`src/url_percent_decoder_top_defines.svh`:
```
// assertion helpers for the url percent decoder
`ifndef URL_PERCENT_DECODER_TOP_DEFINES_SVH
`define URL_PERCENT_DECODER_TOP_DEFINES_SVH

// checked property on the block clock, quiet while reset is held
`define ULPD_ASSERT(lbl, prop, msg) \
    lbl: assert property (@(posedge i_clk) disable iff (!i_rst_n) prop) else $error(msg);

// same-cycle implication
`define ULPD_ASSERT_IMP(lbl, ante, cons, msg) \
    `ULPD_ASSERT(lbl, (ante) |-> (cons), msg)

// next-cycle implication
`define ULPD_ASSERT_NXT(lbl, ante, cons, msg) \
    `ULPD_ASSERT(lbl, (ante) |=> (cons), msg)

`endif

```
`src/ulpd_pkg.sv`:
```
package ulpd_pkg;

    localparam logic [7:0] PCT_CHAR  = 8'h25;
    localparam logic [7:0] UPPER_F   = 8'h46;
    localparam logic [7:0] DIGIT_9   = 8'h39;
    localparam logic [7:0] CASE_DIFF = 8'h20;
    localparam logic [7:0] ALPHA_OFS = 8'd55;
    localparam logic [7:0] DIGIT_OFS = 8'd48;

    // output queue sizing
    localparam int OUT_DEPTH = 4;
    localparam int PTR_W     = $clog2(OUT_DEPTH);
    localparam int CNT_W     = $clog2(OUT_DEPTH + 1);
    // a character may be processed while at least two slots are free
    localparam logic [CNT_W-1:0] ROOM_LIMIT = CNT_W'(OUT_DEPTH - 2);

    // escape phase, one-hot
    typedef enum logic [2:0] {
        PH_IDLE  = 3'b001,
        PH_PCT   = 3'b010,
        PH_DIGIT = 3'b100
    } t_phase;

    typedef struct packed {
        logic [7:0] byte_val;
        logic       last;
    } t_out_item;

    // results of one character: count (0..2) and up to two bytes
    typedef struct packed {
        logic [1:0] n;
        t_out_item  item0;
        t_out_item  item1;
    } t_dec_out;

    function automatic logic [7:0] digit_value(input logic [7:0] c);
        logic [7:0] v;
        v = c;
        if (v > UPPER_F) begin
            v = v - CASE_DIFF;
        end
        if (v > DIGIT_9) begin
            v = v - ALPHA_OFS;
        end else begin
            v = v - DIGIT_OFS;
        end
        return v;
    endfunction

endpackage

```
`src/ulpd_decode.sv`:
```
module ulpd_decode
    import ulpd_pkg::*;
(
    input  t_phase     i_phase,
    input  logic [7:0] i_held,
    input  logic [7:0] i_char,
    input  logic       i_last,
    output t_dec_out   o_res,
    output t_phase     o_phase_nxt,
    output logic [7:0] o_held_nxt
);

    logic [7:0] w_hi;
    logic [7:0] w_lo;
    logic [7:0] w_byte;

    assign w_hi   = digit_value(i_held);
    assign w_lo   = digit_value(i_char);
    assign w_byte = {w_hi[3:0], 4'b0000} | w_lo;

    always_comb begin
        o_res       = '0;
        o_phase_nxt = PH_IDLE;
        o_held_nxt  = '0;
        unique case (i_phase)
            PH_PCT: begin
                if (i_last) begin
                    // string ends after '%x': both pass through
                    o_res.n              = 2'd2;
                    o_res.item0.byte_val = PCT_CHAR;
                    o_res.item0.last     = 1'b0;
                    o_res.item1.byte_val = i_char;
                    o_res.item1.last     = 1'b1;
                end else begin
                    o_held_nxt  = i_char;
                    o_phase_nxt = PH_DIGIT;
                end
            end
            PH_DIGIT: begin
                o_res.n              = 2'd1;
                o_res.item0.byte_val = w_byte;
                o_res.item0.last     = i_last;
            end
            default: begin
                if (i_char == PCT_CHAR && !i_last) begin
                    o_phase_nxt = PH_PCT;
                end else begin
                    o_res.n              = 2'd1;
                    o_res.item0.byte_val = i_char;
                    o_res.item0.last     = i_last;
                end
            end
        endcase
    end

endmodule

```
`src/ulpd_out_fifo.sv`:
```
module ulpd_out_fifo
    import ulpd_pkg::*;
(
    input  logic             i_clk,
    input  logic             i_rst_n,
    input  t_dec_out         i_push,
    input  logic             i_pop,
    output logic [CNT_W-1:0] o_count,
    output logic             o_valid,
    output t_out_item        o_head
);

    t_out_item        r_mem [OUT_DEPTH];
    logic [PTR_W-1:0] r_wr_ptr;
    logic [PTR_W-1:0] r_rd_ptr;
    logic [CNT_W-1:0] r_count;
    logic [PTR_W-1:0] n_wr_ptr;
    logic [PTR_W-1:0] n_rd_ptr;
    logic [CNT_W-1:0] n_count;
    logic [PTR_W-1:0] w_wr_ptr1;
    logic             w_pop;

    assign o_valid   = (r_count != '0);
    assign o_count   = r_count;
    assign o_head    = r_mem[r_rd_ptr];
    assign w_pop     = i_pop && o_valid;
    assign w_wr_ptr1 = r_wr_ptr + PTR_W'(1);

    always_comb begin
        n_wr_ptr = r_wr_ptr + PTR_W'(i_push.n);
        n_rd_ptr = r_rd_ptr + PTR_W'(w_pop);
        n_count  = r_count + CNT_W'(i_push.n) - CNT_W'(w_pop);
    end

    always_ff @(posedge i_clk) begin
        if (!i_rst_n) begin
            r_wr_ptr <= '0;
            r_rd_ptr <= '0;
            r_count  <= '0;
        end else begin
            r_wr_ptr <= n_wr_ptr;
            r_rd_ptr <= n_rd_ptr;
            r_count  <= n_count;
        end
    end

    always_ff @(posedge i_clk) begin
        if (i_push.n != 2'd0) begin
            r_mem[r_wr_ptr] <= i_push.item0;
        end
        if (i_push.n == 2'd2) begin
            r_mem[w_wr_ptr1] <= i_push.item1;
        end
    end

endmodule

```
`src/url_percent_decoder_top.sv`:
```
// a character accepted into the input register is decoded from there, and its bytes are
//   written to the output queue, whose head offers the first byte
// throughput: one character per cycle; a four-entry output queue absorbs the second
//   byte of a dangling escape at end of string, and input stalls only when it is nearly full
// reset (i_rst_n low, synchronous): empties input register and output queue,
//   returns the escape phase to idle and clears the held digit
module url_percent_decoder_top
    import ulpd_pkg::*;
(
    input  logic       i_clk,
    input  logic       i_rst_n,
    // character input channel
    input  logic       i_valid,
    output logic       o_ready,
    input  logic [7:0] i_char_in,
    input  logic       i_is_last,
    // decoded byte output channel
    output logic       o_valid,
    input  logic       i_ready,
    output logic [7:0] o_byte_out,
    output logic       o_last_out
);

`include "url_percent_decoder_top_defines.svh"

    // input register stage
    logic             r_in_valid;
    logic [7:0]       r_in_char;
    logic             r_in_last;
    logic             n_in_valid;

    // escape state
    t_phase           r_phase;
    logic [7:0]       r_held;
    t_phase           w_phase_nxt;
    logic [7:0]       w_held_nxt;

    t_dec_out         w_dec;
    t_dec_out         w_push;
    logic             w_in_fire;
    logic             w_proc_fire;
    logic [CNT_W-1:0] w_count;
    t_out_item        w_head;

    // process the registered character when the queue has room for two bytes
    assign w_proc_fire = r_in_valid && (w_count <= ROOM_LIMIT);
    // accept a new request whenever the input register empties this cycle
    assign o_ready     = !r_in_valid || w_proc_fire;
    assign w_in_fire   = i_valid && o_ready;

    always_comb begin
        n_in_valid = r_in_valid;
        if (w_in_fire) begin
            n_in_valid = 1'b1;
        end else if (w_proc_fire) begin
            n_in_valid = 1'b0;
        end
    end

    always_ff @(posedge i_clk) begin
        if (!i_rst_n) begin
            r_in_valid <= 1'b0;
        end else begin
            r_in_valid <= n_in_valid;
        end
    end

    // payload, no reset needed
    always_ff @(posedge i_clk) begin
        if (w_in_fire) begin
            r_in_char <= i_char_in;
            r_in_last <= i_is_last;
        end
    end

    // escape decode, purely combinational
    ulpd_decode u_decode (
        .i_phase     (r_phase),
        .i_held      (r_held),
        .i_char      (r_in_char),
        .i_last      (r_in_last),
        .o_res       (w_dec),
        .o_phase_nxt (w_phase_nxt),
        .o_held_nxt  (w_held_nxt)
    );

    // state only moves when a character is consumed
    always_ff @(posedge i_clk) begin
        if (!i_rst_n) begin
            r_phase <= PH_IDLE;
            r_held  <= '0;
        end else if (w_proc_fire) begin
            r_phase <= w_phase_nxt;
            r_held  <= w_held_nxt;
        end
    end

    // gate the push when nothing is processed
    always_comb begin
        w_push = w_dec;
        if (!w_proc_fire) begin
            w_push.n = 2'd0;
        end
    end

    // result queue doubles as the output register
    ulpd_out_fifo u_out_fifo (
        .i_clk   (i_clk),
        .i_rst_n (i_rst_n),
        .i_push  (w_push),
        .i_pop   (i_ready),
        .o_count (w_count),
        .o_valid (o_valid),
        .o_head  (w_head)
    );

    assign o_byte_out = w_head.byte_val;
    assign o_last_out = w_head.last;

    // two bytes only come from a '%' cut off by end of string
    `ULPD_ASSERT_IMP(a_two_only_after_pct, w_proc_fire && w_dec.n == 2'd2,
        r_phase == PH_PCT && r_in_last, "two bytes outside a dangling escape")
    // the second digit always yields exactly one byte
    `ULPD_ASSERT_IMP(a_digit_one_byte, w_proc_fire && r_phase == PH_DIGIT,
        w_dec.n == 2'd1, "second digit did not give one byte")
    // end of string leaves the escape state idle
    `ULPD_ASSERT_NXT(a_last_resets_phase, w_proc_fire && r_in_last,
        r_phase == PH_IDLE && r_held == 8'h00, "escape state not cleared at end of string")
    // queue never overflows
    `ULPD_ASSERT(a_queue_bound, w_count <= CNT_W'(OUT_DEPTH), "output queue overflow")

endmodule
```
`config.mk`:
```
export PLATFORM = sky130hd
export DESIGN_NAME = url_percent_decoder_top
export DESIGN_NICKNAME = d
export VERILOG_FILES = /design/src/ulpd_pkg.sv /design/src/ulpd_decode.sv /design/src/ulpd_out_fifo.sv /design/src/url_percent_decoder_top.sv
export VERILOG_INCLUDE_DIRS = /design/src /design/src/src
export SDC_FILE = /design/constraint.sdc
export NUM_CORES = 1
export LEC_CHECK = 0
export BUFFER_PORTS_ARGS = -buffer_cell sky130_fd_sc_hd__buf_2
export CAP_MARGIN = 20
export CORE_MARGIN = 8
export CORE_UTILIZATION = 50
export CTS_CLUSTER_SIZE = 25
export DETAILED_ROUTE_END_ITERATION = 7
export PLACE_DENSITY = 0.8
export SKIP_LAST_GASP = 1
export SYNTH_ARGS = -nofsm -noshare
export SYNTH_HDL_FRONTEND = slang
export SYNTH_HIERARCHICAL = 1
export SYNTH_SLANG_ARGS = --single-unit
```
`constraint.sdc`:
```
create_clock -name i_clk -period 4.15 [get_ports i_clk]
set_input_delay 0.6225 -clock i_clk [delete_from_list [all_inputs] [get_ports i_clk]]
set_output_delay 0.6225 -clock i_clk [all_outputs]
set_load 0.05 [all_outputs]
```
# Word-level counts from Yosys, hierarchy flattened
# Memory sizes are Yosys's and may differ from the RTL's. A register that Yosys moved wholly into a read port is not among the register bits.
# Cells that the tools add are included.
# op_classes
n_eq_ne,4
addsub,11
bitwise_logic,1
reduce_logical,10
muxes,21
n_lt_le_gt_ge,5
# op_table
operator,n
8-bit 2-to-1 mux,5
8-bit by 6-bit subtractor with 8-bit output (second input constant),4
11-bit case mux with 2 select lines,1
20-bit 2-to-1 mux,1
8-bit by 6-bit greater-than comparator with 1-bit output (second input constant),2
8-bit by 7-bit greater-than comparator with 1-bit output (second input constant),2
10-bit 2-to-1 mux,1
9-bit 2-to-1 mux,1
8-bit by 6-bit == test with 1-bit output (second input constant),1
8-bit OR,1
1-bit 2-to-1 mux,6
2-bit 2-to-1 mux,3
3-bit case mux with 2 select lines,1
1-bit logical AND,4
4-bit 2-to-1 mux,1
2-bit nonzero test,2
4-bit by 1-bit subtractor with 4-bit output (second input constant),1
4-bit by 3-bit subtractor with 4-bit output (second input constant),1
3-bit by 2-bit adder with 3-bit output,1
3-bit by 2-bit == test with 1-bit output (second input constant),1
3-bit == test (second input constant),1
3-bit by 2-bit <= comparator with 1-bit output (second input constant),1
3-bit 2-to-1 mux,1
3-bit nonzero test,1
other kinds (7),8
# totals
elab_cells,61
out_inout_bits,11
in_bits,13
mem_bits_rw,36
mem_count,1
ff_bits,28
# memory_table
memory,depth,width,rd,rd_ports_with_merged_regs,write_ports,line,text
u_out_fifo.r_mem,4,9,1,1,2,ulpd_out_fifo.sv:13,t_out_item r_mem [OUT_DEPTH];

# Longest topological paths before layout
# logic_depth
word_depth,10
depth_mapped,12
mapped_depth_nobuf,12

# Cells and area by module
# The synthesis kept the hierarchy.
# by_module_without_submodules
mod,seq_area_each_um2,cells_each,area_each_um2,instances
ulpd_out_fifo,1221.2,132,2230.9,1
ulpd_decode,0.0,141,962.2,1
url_percent_decoder_top,510.5,65,784.5,1

# Worst setup path after synthesis
# OpenSTA, ideal clock, no wires.
# synth_path
path_kind,reg2reg
from,reg r_in_char[1]
to,"mem u_out_fifo/r_mem[1][1] (netlist bit), data pin"
period_less_slack_ps,2932
path_buffers,1
setup_ps,260
path_slack_ps,1218
t_required_ps,3890
stages_incl_launch_ff,11
t_arrival_ps,2671
cell_sequence,edfxtp_1 > inv_1 > ha_1 > nand3b_1 > nor4_1 > a21o_2 > nand2_1 > and3_1 > buf_2 > nor4b_4 > mux2_4
# synth_rtl
element,line,text
from (decl),url_percent_decoder_top.sv:28,logic [7:0] r_in_char;
from (signal assigned),url_percent_decoder_top.sv:71,r_in_char <= i_char_in;
to (decl),ulpd_out_fifo.sv:13,

==> impl_metrics.env <==
export IMPL_start_kind="register"
export IMPL_rr_endpoint="u_out_fifo/r_mem[0][2]$_DFFE_PP_"
export IMPL_num_vias=2714
export IMPL_synth_area_um2=3980
export IMPL_wirelength_um=8070
export IMPL_setup_viol=0
export IMPL_cts_repair_resized=0
export IMPL_layout_min_cycle_time_ns=3.35
export IMPL_wl_met1_um=3580
export IMPL_dr_wl_met2_um=3940
export IMPL_drive_gt1_frac=0.302
export IMPL_cts_path_max_buffers=2
export IMPL_ios=24
export IMPL_hold_end="r_in_char[3]$_DFFE_PP_"
export IMPL_placedInstanceArea_um2=4180
export IMPL_async_flop_share=0
export IMPL_drc_errors=0
export IMPL_slew_violations=0
export IMPL_path_clk_slew_ns=0.08
export IMPL_fin_area_um2=4380
export IMPL_placed_cells=453
export IMPL_critPathKind="register to register"
export IMPL_cts_buffers=9
export IMPL_grt_pass1_wl_um=13600
export IMPL_clock_sinks=64
export IMPL_drv_cap=0
export IMPL_synth_cells=338
export IMPL_status="finished, final reports clean"
export IMPL_synth_edf_count=45
export IMPL_grt_max_degree=32
export IMPL_grt_total_usage=0.153
export IMPL_ant_nets=0
export IMPL_drt_iter0_markers=141
export IMPL_hold_path_class="input pin to register"
export IMPL_finalNetCount=390
export IMPL_finalHoldViolCount=0
export IMPL_layoutNonFillerInstCount=469
export IMPL_gp_congestion=0.933
export IMPL_die_h_um=105
export IMPL_r2r_cells=10
export IMPL_grt_pass1_vias=2769
export IMPL_power_leakage_nw=1.65
export IMPL_fin_setup_tns_ns=0
export IMPL_p_per_area_nw_per_um2=429
export IMPL_post_cts_buffers=0
export IMPL_rows=32
export IMPL_syn_to_final_growth_pct=10.2
export IMPL_finalClockSkew_ns=0.00802
export IMPL_dieArea_um2=11100
export IMPL_antenna_found_initial=0
export IMPL_ys_warn_count=6
export IMPL_worstHoldPathCells=1
export IMPL_ctsHoldBuffers=0
export IMPL_min_from="i_char_in[3]"
export IMPL_fin_total_pwr_mw=1.88
export IMPL_fmax_ghz=0.298
export IMPL_dr_pass1_iters=4
export IMPL_cts_tree="built"
export IMPL_h_tree_depth=3
export IMPL_cp_arrival_ns=3.42
export IMPL_place_hpwl_um=5780
export IMPL_io_buffers=23
export IMPL_diodes=0
export IMPL_cp_max_fo=10
export IMPL_die_x_um=105
export IMPL_synthFlopType="edfxtp_1"
export IMPL_initial_core_util=0.515
export IMPL_ir_drop_mv=0.229
export IMPL_cts_root_buf="clkbuf_8"
export IMPL_fp_coreArea_um2=7730
export IMPL_met3_length_um=458
export IMPL_required_ns=4.21
export IMPL_overflow=0
export IMPL_min_period_over_period=0.808
export IMPL_insertion_delay_ns=0.36
export IMPL_wl_per_cell_um=17.2
export IMPL_rsz0062_at_grt="false"
export IMPL_holdWs_ns=0.437
export IMPL_synthesis_nets=366
export IMPL_dr_max_layer_used="met4"
export IMPL_ys_ff_latch=64
export IMPL_endpoint_kind="register"
export IMPL_tightest_slew_ns=0.884
export IMPL_synth_distinct_cells=67
export IMPL_r2r_start="r_in_char[1]$_DFFE_PP_"
export IMPL_r2r_slack_ns=0.80
export IMPL_maxSlewHeadroom=0.408
export IMPL_via_per_inst=5.79
export IMPL_avgSynthCellArea_um2=11.8
export IMPL_ys_seq_area_frac=0.435
[metal layers]
layer  vias to the layer above  track usage
li1                       1293            -
met5                         -            0
met2                        70        0.259
met3                        12       0.0516
met1                      1339        0.180
met4                         0       0.0398
[how the worst max path moves through the flow]
stage / from / end / slack [ns]
finish: r_in_char[1]$_DFFE_PP_ / u_out_fifo/r_mem[0][2]$_DFFE_PP_ / 0.80
global route: r_in_char[1]$_DFFE_PP_ / u_out_fifo/r_mem[0][2]$_DFFE_PP_ / 0.58
CTS: r_in_char[1]$_DFFE_PP_ / u_out_fifo/r_mem[0][7]$_DFFE_PP_ / 0.82
detailed placement: r_in_char[1]$_DFFE_PP_ / u_out_fifo/r_mem[0][3]$_DFFE_PP_ / 0.86
global placement: r_in_char[1]$_DFFE_PP_ / u_out_fifo/r_mem[0][3]$_DFFE_PP_ / 0.95
floorplan: r_in_char[1]$_DFFE_PP_ / u_out_fifo/r_mem[1][1]$_DFFE_PP_ / 1.22
[cell usage in the layout (no fill, tap or decap), drive strengths merged, types with 2 or more instances in the layout]
| cell | instances |
|---|---|
| a21boi | 5 |
| a21o | 4 |
| a21oi | 6 |
| a31oi | 4 |
| and2 | 18 |
| and3 | 7 |
| buf | 29 |
| clkbuf | 9 |
| clkinvlp | 3 |
| dfxtp | 19 |
| edfxtp | 45 |
| ha | 14 |
| inv | 19 |
| mux2 | 37 |
| mux2i | 15 |
| mux4 | 9 |
| nand2 | 31 |
| nand2b | 4 |
| nand3 | 5 |
| nand3b | 2 |
| nor2 | 15 |
| nor2b | 8 |
| nor3b | 2 |
| nor4bb | 2 |
| o2111ai | 2 |
| o211ai | 7 |
| o21ai | 7 |
| o21ba | 2 |
| o311ai | 2 |
| o31ai | 4 |
| or2 | 3 |
| or4 | 2 |
| xnor2 | 4 |
| xnor3 | 2 |
| xor2 | 2 |
[sequential cells by signal, indices dropped and copies added (netlist names)]
| signal | flops |
|---|---|
| u_out_fifo/o_count | 3 |
| r_held | 8 |
| r_in_char | 8 |
| r_phase | 3 |
| r_in_last | 1 |
| u_out_fifo/r_mem | 36 |
| u_out_fifo/r_wr_ptr | 2 |
| u_out_fifo/r_rd_ptr | 2 |
| r_in_valid | 1 |
[synthesized netlist by cell type (all sizes together), types with 2 or more instances]
cell,number,share of area
nor3b,2,0.0038
ha,14,0.044
clkbuf,7,0.0066
xnor2,4,0.0088
dfxtp,19,0.096
inv,17,0.016
a21o,4,0.0079
nand2,31,0.029
mux2,37,0.11
and2,18,0.029
o2111ai,2,0.0044
xnor3,2,0.011
nor2b,8,0.013
nor4bb,2,0.0050
mux4,9,0.051
or2,3,0.0053
o21ba,2,0.0050
nand3,5,0.0063
a21oi,6,0.011
a31oi,4,0.0079
nand3b,2,0.0038
a21boi,5,0.0094
o311ai,2,0.0044
o31ai,4,0.0075
buf,9,0.017
o211ai,7,0.014
or4,2,0.0047
mux2i,15,0.038
o21ai,7,0.0097
nand2b,4,0.0063
xor2,2,0.0044
edfxtp,45,0.34
nor2,15,0.014
and3,7,0.012
[worst max-delay path: stages (launching register included)]
cell and delay [ns]:
edfxtp_1 0.54, inv_1 0.17, ha_1 0.18, nand3b_1 0.09, nor4_1 0.37, a21o_2 0.25
nand2_1 0.05, and3_1 0.30, nand4b_1 0.64, o31ai_1 0.23, buf_4 0.23
[kinds of logic after synthesis]
group / Yosys count / share of synthesized area
and+or+nand+nor: 107 / 0.151
DFF: 64 / 0.435
muxes: 61 / 0.202
AOI/OAI and AO/OA: 50 / 0.0991
buffers and inverters: 33 / 0.0393
adders and majority gates: 15 / 0.0491
xor gates and xnor gates: 8 / 0.0245
[metrics by stage]
step	worst slack, ns	util
finish	0.795	0.567
global route	0.581	0.567
CTS	0.824	0.567
detailed placement	0.859	0.541
global placement	0.948	0.541
floorplan	1.22	-
[where the power goes]
| group | total (mW) | switching, mW | internal [mW] |
|---|---|---|---|
| registers | 0.812 | 0.0738 | 0.739 |
| clock network | 0.556 | 0.274 | 0.282 |
| logic | 0.511 | 0.300 | 0.211 |
| total | 1.88 | 0.648 | 1.23 |
[cell type report]
cell class              count  area, um2
repair buffers             29        160
inverters                  17       63.8
flip-flops and latches     64       1730
fillers                   645       3350
clock inverters             7       78.8
multi-input cells         241       2100
clock buffers               9        124
well taps                 102        128
Power figures use the tool's default switching activity.
